**src/sv/ffha_pkg.sv**
```systemverilog
// Shared types, codes and sizes for the first-fit hole allocator.
// Depends on nothing; every other file of the block imports it.
package ffha_pkg;

	localparam int NUM_HOLES = 64;
	localparam int IDX_W     = $clog2(NUM_HOLES);
	localparam int CNT_W     = $clog2(NUM_HOLES + 1);

	// Descriptor kinds; the fourth code reads as spare.
	localparam logic [1:0] KIND_SPARE = 2'd0;
	localparam logic [1:0] KIND_FREE  = 2'd1;
	localparam logic [1:0] KIND_USED  = 2'd2;

	// Request operations.
	localparam logic OP_ALLOC = 1'b0;
	localparam logic OP_FREE  = 1'b1;

	// Result status codes.
	localparam logic [2:0] ST_OK       = 3'd0;
	localparam logic [2:0] ST_NO_SPACE = 3'd1;
	localparam logic [2:0] ST_NO_DESC  = 3'd2;
	localparam logic [2:0] ST_INVALID  = 3'd3;
	localparam logic [2:0] ST_OVERLAP  = 3'd4;

	// Configuration register indexes.
	localparam logic [1:0] CFG_HEAP_BASE = 2'd0;
	localparam logic [1:0] CFG_HEAP_SIZE = 2'd1;
	localparam logic [1:0] CFG_MIN_SPLIT = 2'd2;

	typedef struct packed {
		logic        operation;
		logic [31:0] request_size;
		logic [31:0] block_address;
	} in_item_t;

	typedef struct packed {
		logic [31:0] granted_address;
		logic [2:0]  status;
	} out_item_t;

	// One descriptor word as held in the table memory.
	typedef struct packed {
		logic [31:0] start;
		logic [31:0] length;
	} hole_t;

endpackage

```
**src/sv/ffha_mem.sv**
```systemverilog
// Descriptor table memory: start and length of every hole.
// One write port, one read port with registered data. Uses ffha_pkg.
module ffha_mem (
	input  logic                            clk,
	input  logic                            wr_en,
	input  logic [ffha_pkg::IDX_W-1:0]      wr_addr,
	input  ffha_pkg::hole_t                 wr_data,
	input  logic [ffha_pkg::IDX_W-1:0]      rd_addr,
	output ffha_pkg::hole_t                 rd_data
);
	import ffha_pkg::*;

	hole_t mem_q [NUM_HOLES];

	// Write port.
	always_ff @(posedge clk) begin
		if (wr_en) begin
			mem_q[wr_addr] <= wr_data;
		end
	end

	// Registered read port.
	always_ff @(posedge clk) begin
		rd_data <= mem_q[rd_addr];
	end

endmodule

```
**config.mk**
```make
export PLATFORM = sky130hd
export DESIGN_NAME = ffha_mem
export DESIGN_NICKNAME = d
export VERILOG_FILES = /design/src/sv/ffha_pkg.sv /design/src/sv/ffha_mem.sv
export SDC_FILE = /design/constraint.sdc
export NUM_CORES = 2
export LEC_CHECK = 0
export BUFFER_PORTS_ARGS = -buffer_cell sky130_fd_sc_hd__buf_2
export CAP_MARGIN = 20
export CORE_MARGIN = 2
export CORE_UTILIZATION = 60
export CTS_BUF_LIST = sky130_fd_sc_hd__clkbuf_4 sky130_fd_sc_hd__clkbuf_8
export DETAILED_ROUTE_END_ITERATION = 12
export PLACE_DENSITY = 0.78
export SYNTH_ARGS = -nofsm -noshare
export SYNTH_HDL_FRONTEND = slang
export SYNTH_SLANG_ARGS = --single-unit
```
**constraint.sdc**
```tcl
create_clock -name clk -period 7 [get_ports clk]
set_input_delay 0 -clock clk [delete_from_list [all_inputs] [get_ports clk]]
set_output_delay 0 -clock clk [all_outputs]
set_load 0.02 [all_outputs]
```
* Word-level counts from Yosys, hierarchy flattened
Memory sizes are Yosys's and may differ from the RTL's. A register that Yosys moved wholly into a read port is not among the register bits.
Index checks and enable logic that the tools add are counted.
** Storage, ports and cells
- Register bits :: 0
- Bits in writable memories :: 4096
- Bits of input ports :: 78
- Output and inout bits :: 64
- Logic and storage cells :: 3
- Memories :: 1
** Memory list
- mem_q :: words 64, width 64, read ports 1, clocked after memory_dff 1, write ports 1, line ffha_mem.sv:13 : hole_t mem_q [NUM_HOLES];
** Operators by class
- Muxes and demuxes :: 2
** Operator list (count)
- 2-to-1 mux 1 bit :: 2

* Logic depth before layout (Yosys ltp)
- Depth after elaboration :: 2
- Gate-level depth with buffers :: 9
- Depth with buffers taken out :: 5

* Worst setup path after synthesis
No wires, ideal clock.
- Path type :: input port to flip-flop
- From :: in wr_addr[3] (netlist name)
- To :: mem mem_q[48][0] (netlist name), enable pin
- Library setup time :: 0.564 ns
- Arrival :: 4.872 ns
- Required time :: 6.436 ns
- Path slack :: 1.564 ns
- Cell stages on the path :: 4
- Buffers on the path :: 1
- Path through :: clkbuf_1 -> nor2b_1 -> nand4b_1 -> nor3_1
** RTL lines
- start: declaration :: line ffha_mem.sv:6 : input logic [ffha_pkg::IDX_W-1:0] wr_addr,
- end: declaration :: line ffha_mem.sv:13
Straight into the memory's write port.

* Worst setup path after layout
- From :: in wr_en
- To :: mem mem_q[22][12] (netlist name), enable pin
** Between the ends
- Longest elaborated chain between the ends :: 2
** Ends and longest elaborated chain
- start: declaration :: line ffha_mem.sv:5 : input logic wr_en,
- 2-to-1 mux 1 bit :: line ffha_mem.sv:17 : if (wr_en) begin
- 2-to-1 mux 1 bit (implied by the code) :: line ffha_mem.sv:18 : mem_q[wr_addr] <= wr_data;
Every way passes these cells.

==> impl_results.md <==
- Status: complete, no violations
- Starting DRT DRC Count: roughly 13000
- DRT antenna net count: 0
- Number of global-route vias before repair: roughly 78000
- Crit path DAT: 3.81 ns
- Vias/cell: 6.96
- # IOs: 142
- Met2 usage: 48.0%
- Post-layout minimum cycle time: around 3.2 ns
- Fin Clk Skew: 0.0892 ns
- Seq. cell area: ~120000 um^2
- Crit Path Class: in -> reg
- Initial Util: 60.3%
- Clock Pin Slew Worst Setup and Hold Paths: roughly 0.07 ns
- Final WL: 405000 um
- Drt wl/cell: approximately 36 um
- Post-CTS Resized: 0
- Final worst slack: between 3 and 4 ns
- Register area share after synthesis: 79.5%
- CTS Buf Count: between 600 and 700
- Synth area leader: edfxtp_1
- Clock sinks: 4160
- Worst rel slew slack: 18.6%
- # DRC: 0
- Worst Setup End Kind: register
- H-tree levels: 6
- Top cells by area, synth: edfxtp_1 79%, mux4_2 15%, mux2i_1 0.86%
- Avg Cell Area, Syn: around 24 um^2
- CTS tree: done
- Fmax: between 300 and 400 MHz
- Post-synth top area share: 78.7%
- Root buf cell: clkbuf_8
- Fillcell total: approximately 15000
- Cell Rows: 187
- First-pass GRT wire length: 570000 um
- RSZ-0062 raised after global routing: false
- Met3 usage: 7.04%
- Worst Max-Slew Pin Slew: 1.22 ns
- Mapped Area: 156000 um^2
- Nets: 7366
- Routed vias: 77900
- Skew-Pair Late Insertion Delay: 1.09 ns
- Share of cells above drive strength 1: 31.6%
- Slew Viols, Final: 0
- Die H: 514 um
- Yosys warns: 0
- Unique masters post-synth: 33
- Die width: 514 um
- Req. time, crit path: roughly 7.6 ns
- Syn Nets: 6676
- Setup TNS: 0 ns
- Area Overhead vs Synth: 12.2%
- Final setup viols: 0
- Port Buffers: 141
- Grt met1 use: 42.1%
- Critical path peak fanout: 50
- Largest stage delay, worst path: 1.00 ns
- CORE AREA: 259000 um^2
- Hold Crit Class: in -> reg
- Commonest non-fill, non-tap cell in the layout: edfxtp_1
- Final hold viol count: 0
- Most frequent cells in the layout: 4096 x edfxtp_1, 1024 x mux4_2, 661 x clkbuf_8
- Grt ovf: 0
- Seq cells post-synth: 4160
- Max-Cap Viols: 0
- Tot GR Track Use: between 30% and 40%
- Peak VDD IR: 0.000253 V
- P per Cell Area: 283 nW/um^2
- Hpwl dp: 210000 um
- Cell chain of the critical path: dlygate4sd3_1, buf_2, nor2b_1, nand3_1, nor2_4, buf_4
- Cells after Synth: between 6000 and 7000
- CP bufs+invs: 3
- Gr busiest metal: met2
- Pre-antenna DRT Iters: 6
- Leak: 55.3 nW
- Tcrit/Tclk final: around 45%
- Full die area: ~260000 um^2
- Final Wtd Congestion: a little over 0.8
- Area occupied by multi-input gates: 30800 um^2
- Crit path max-delay cell type: buf_4
- Pin count of the biggest net entering global routing: 127
- Clk buf depth: 4
- Setup Slack @ Placement: 3.55 ns
- Initial antenna violation count: 18
- Top Family by Delay on Critical Path: simple AND/OR/NAND/NOR gates
- CP startpoint kind: input pin
[power by group]
group | internal, mW | switching (mW) | total (mW)
logic | 0.898 | 1.50 | 2.40
clock network | 10.4 | 9.21 | 19.6
registers | 27.6 | 0.133 | 27.7
[path summary, 6_finish.rpt]
path | start | endpoint | slack (ns) | cells past startpoint
max reg2reg | mem_q[11][62] | rd_data[62] | 4.50 | 5
max | wr_en | mem_q[22][12] | 3.83 | 6
min | wr_data[40] | mem_q[11][40] | 0.0002 | 2
min reg2reg | mem_q[38][2] | rd_data[2] | 0.85 | 4
[synthesized netlist by cell type, drive strengths merged]
library cell	instances
edfxtp	4096
mux4	1024
buf	230
a22oi	168
clkbuf	140
mux2i	135
nor2	112
a22o	88
o22ai	83
and3	64
dfxtp	64
a211oi	63
nand2	58
nand3	45
o221ai	38
or3	29
nor2b	28
or2	28
a41oi	26
a2bb2oi	19
inv	19
a31oi	18
nand2b	11
and2	3
nand3b	2
nand4	2
nor3	2
a31o	1
nand4b	1
or3b	1
[per-stage QoR]
stage / cell area [um^2] / power (mW) / hold WS [ns] / cells / utilization, %
CTS: 175000 / 49.8 / 0.0928 / 11200 / 67.4
finish: 175000 / 49.7 / 0.000170 / 11200 / 67.6
global route: 175000 / 51.0 / 0.0385 / 11200 / 67.6
global placement: 162000 / 30.5 / 0.444 / 9949 / 62.4
detailed placement: 162000 / 30.6 / 0.442 / 9952 / 62.4
floorplan: 156000 / 29.5 / 0.0989 / 6598 / -
[sequential cells by signal, indices dropped and copies added (netlist names)]
register / cells
mem_q: 4096
rd_data: 64
[layer usage]
metal  part of all wire, %  vias to the layer above
li1                      -                    30000
met1                    34                    40800
met2                    48                     6139
met3                    13                      954
met4                   4.8                        4
met5                0.0074                        -
[timing repair]
action	4_1_cts	5_1_grt
hold buffers	81	12
hold endpoints to repair	4472	104
setup buffers	0	0
[cell families after synthesis]
| family | after synthesis | share of synthesized area (%) |
|---|---|---|
| AOI/OAI and AO/OA | 504 | 2.48 |
| buffers and inverters | 389 | 1.18 |
| DFF | 4160 | 79.5 |
| muxes | 1159 | 15.6 |
| and+or+nand+nor | 386 | 1.24 |
[layout make-up]
type | instances | area share (%)
antenna | 14 | 0.0200
clock buffer | 898 | 6.20
clock inverter | 220 | 0.825
inverter | 19 | 0.0406
multi-input combinational | 2049 | 17.5
sequential | 4160 | 70.8
tap | 3402 | 2.43
timing repair buffer | 430 | 2.13
(Power assumes the default switching activity.)
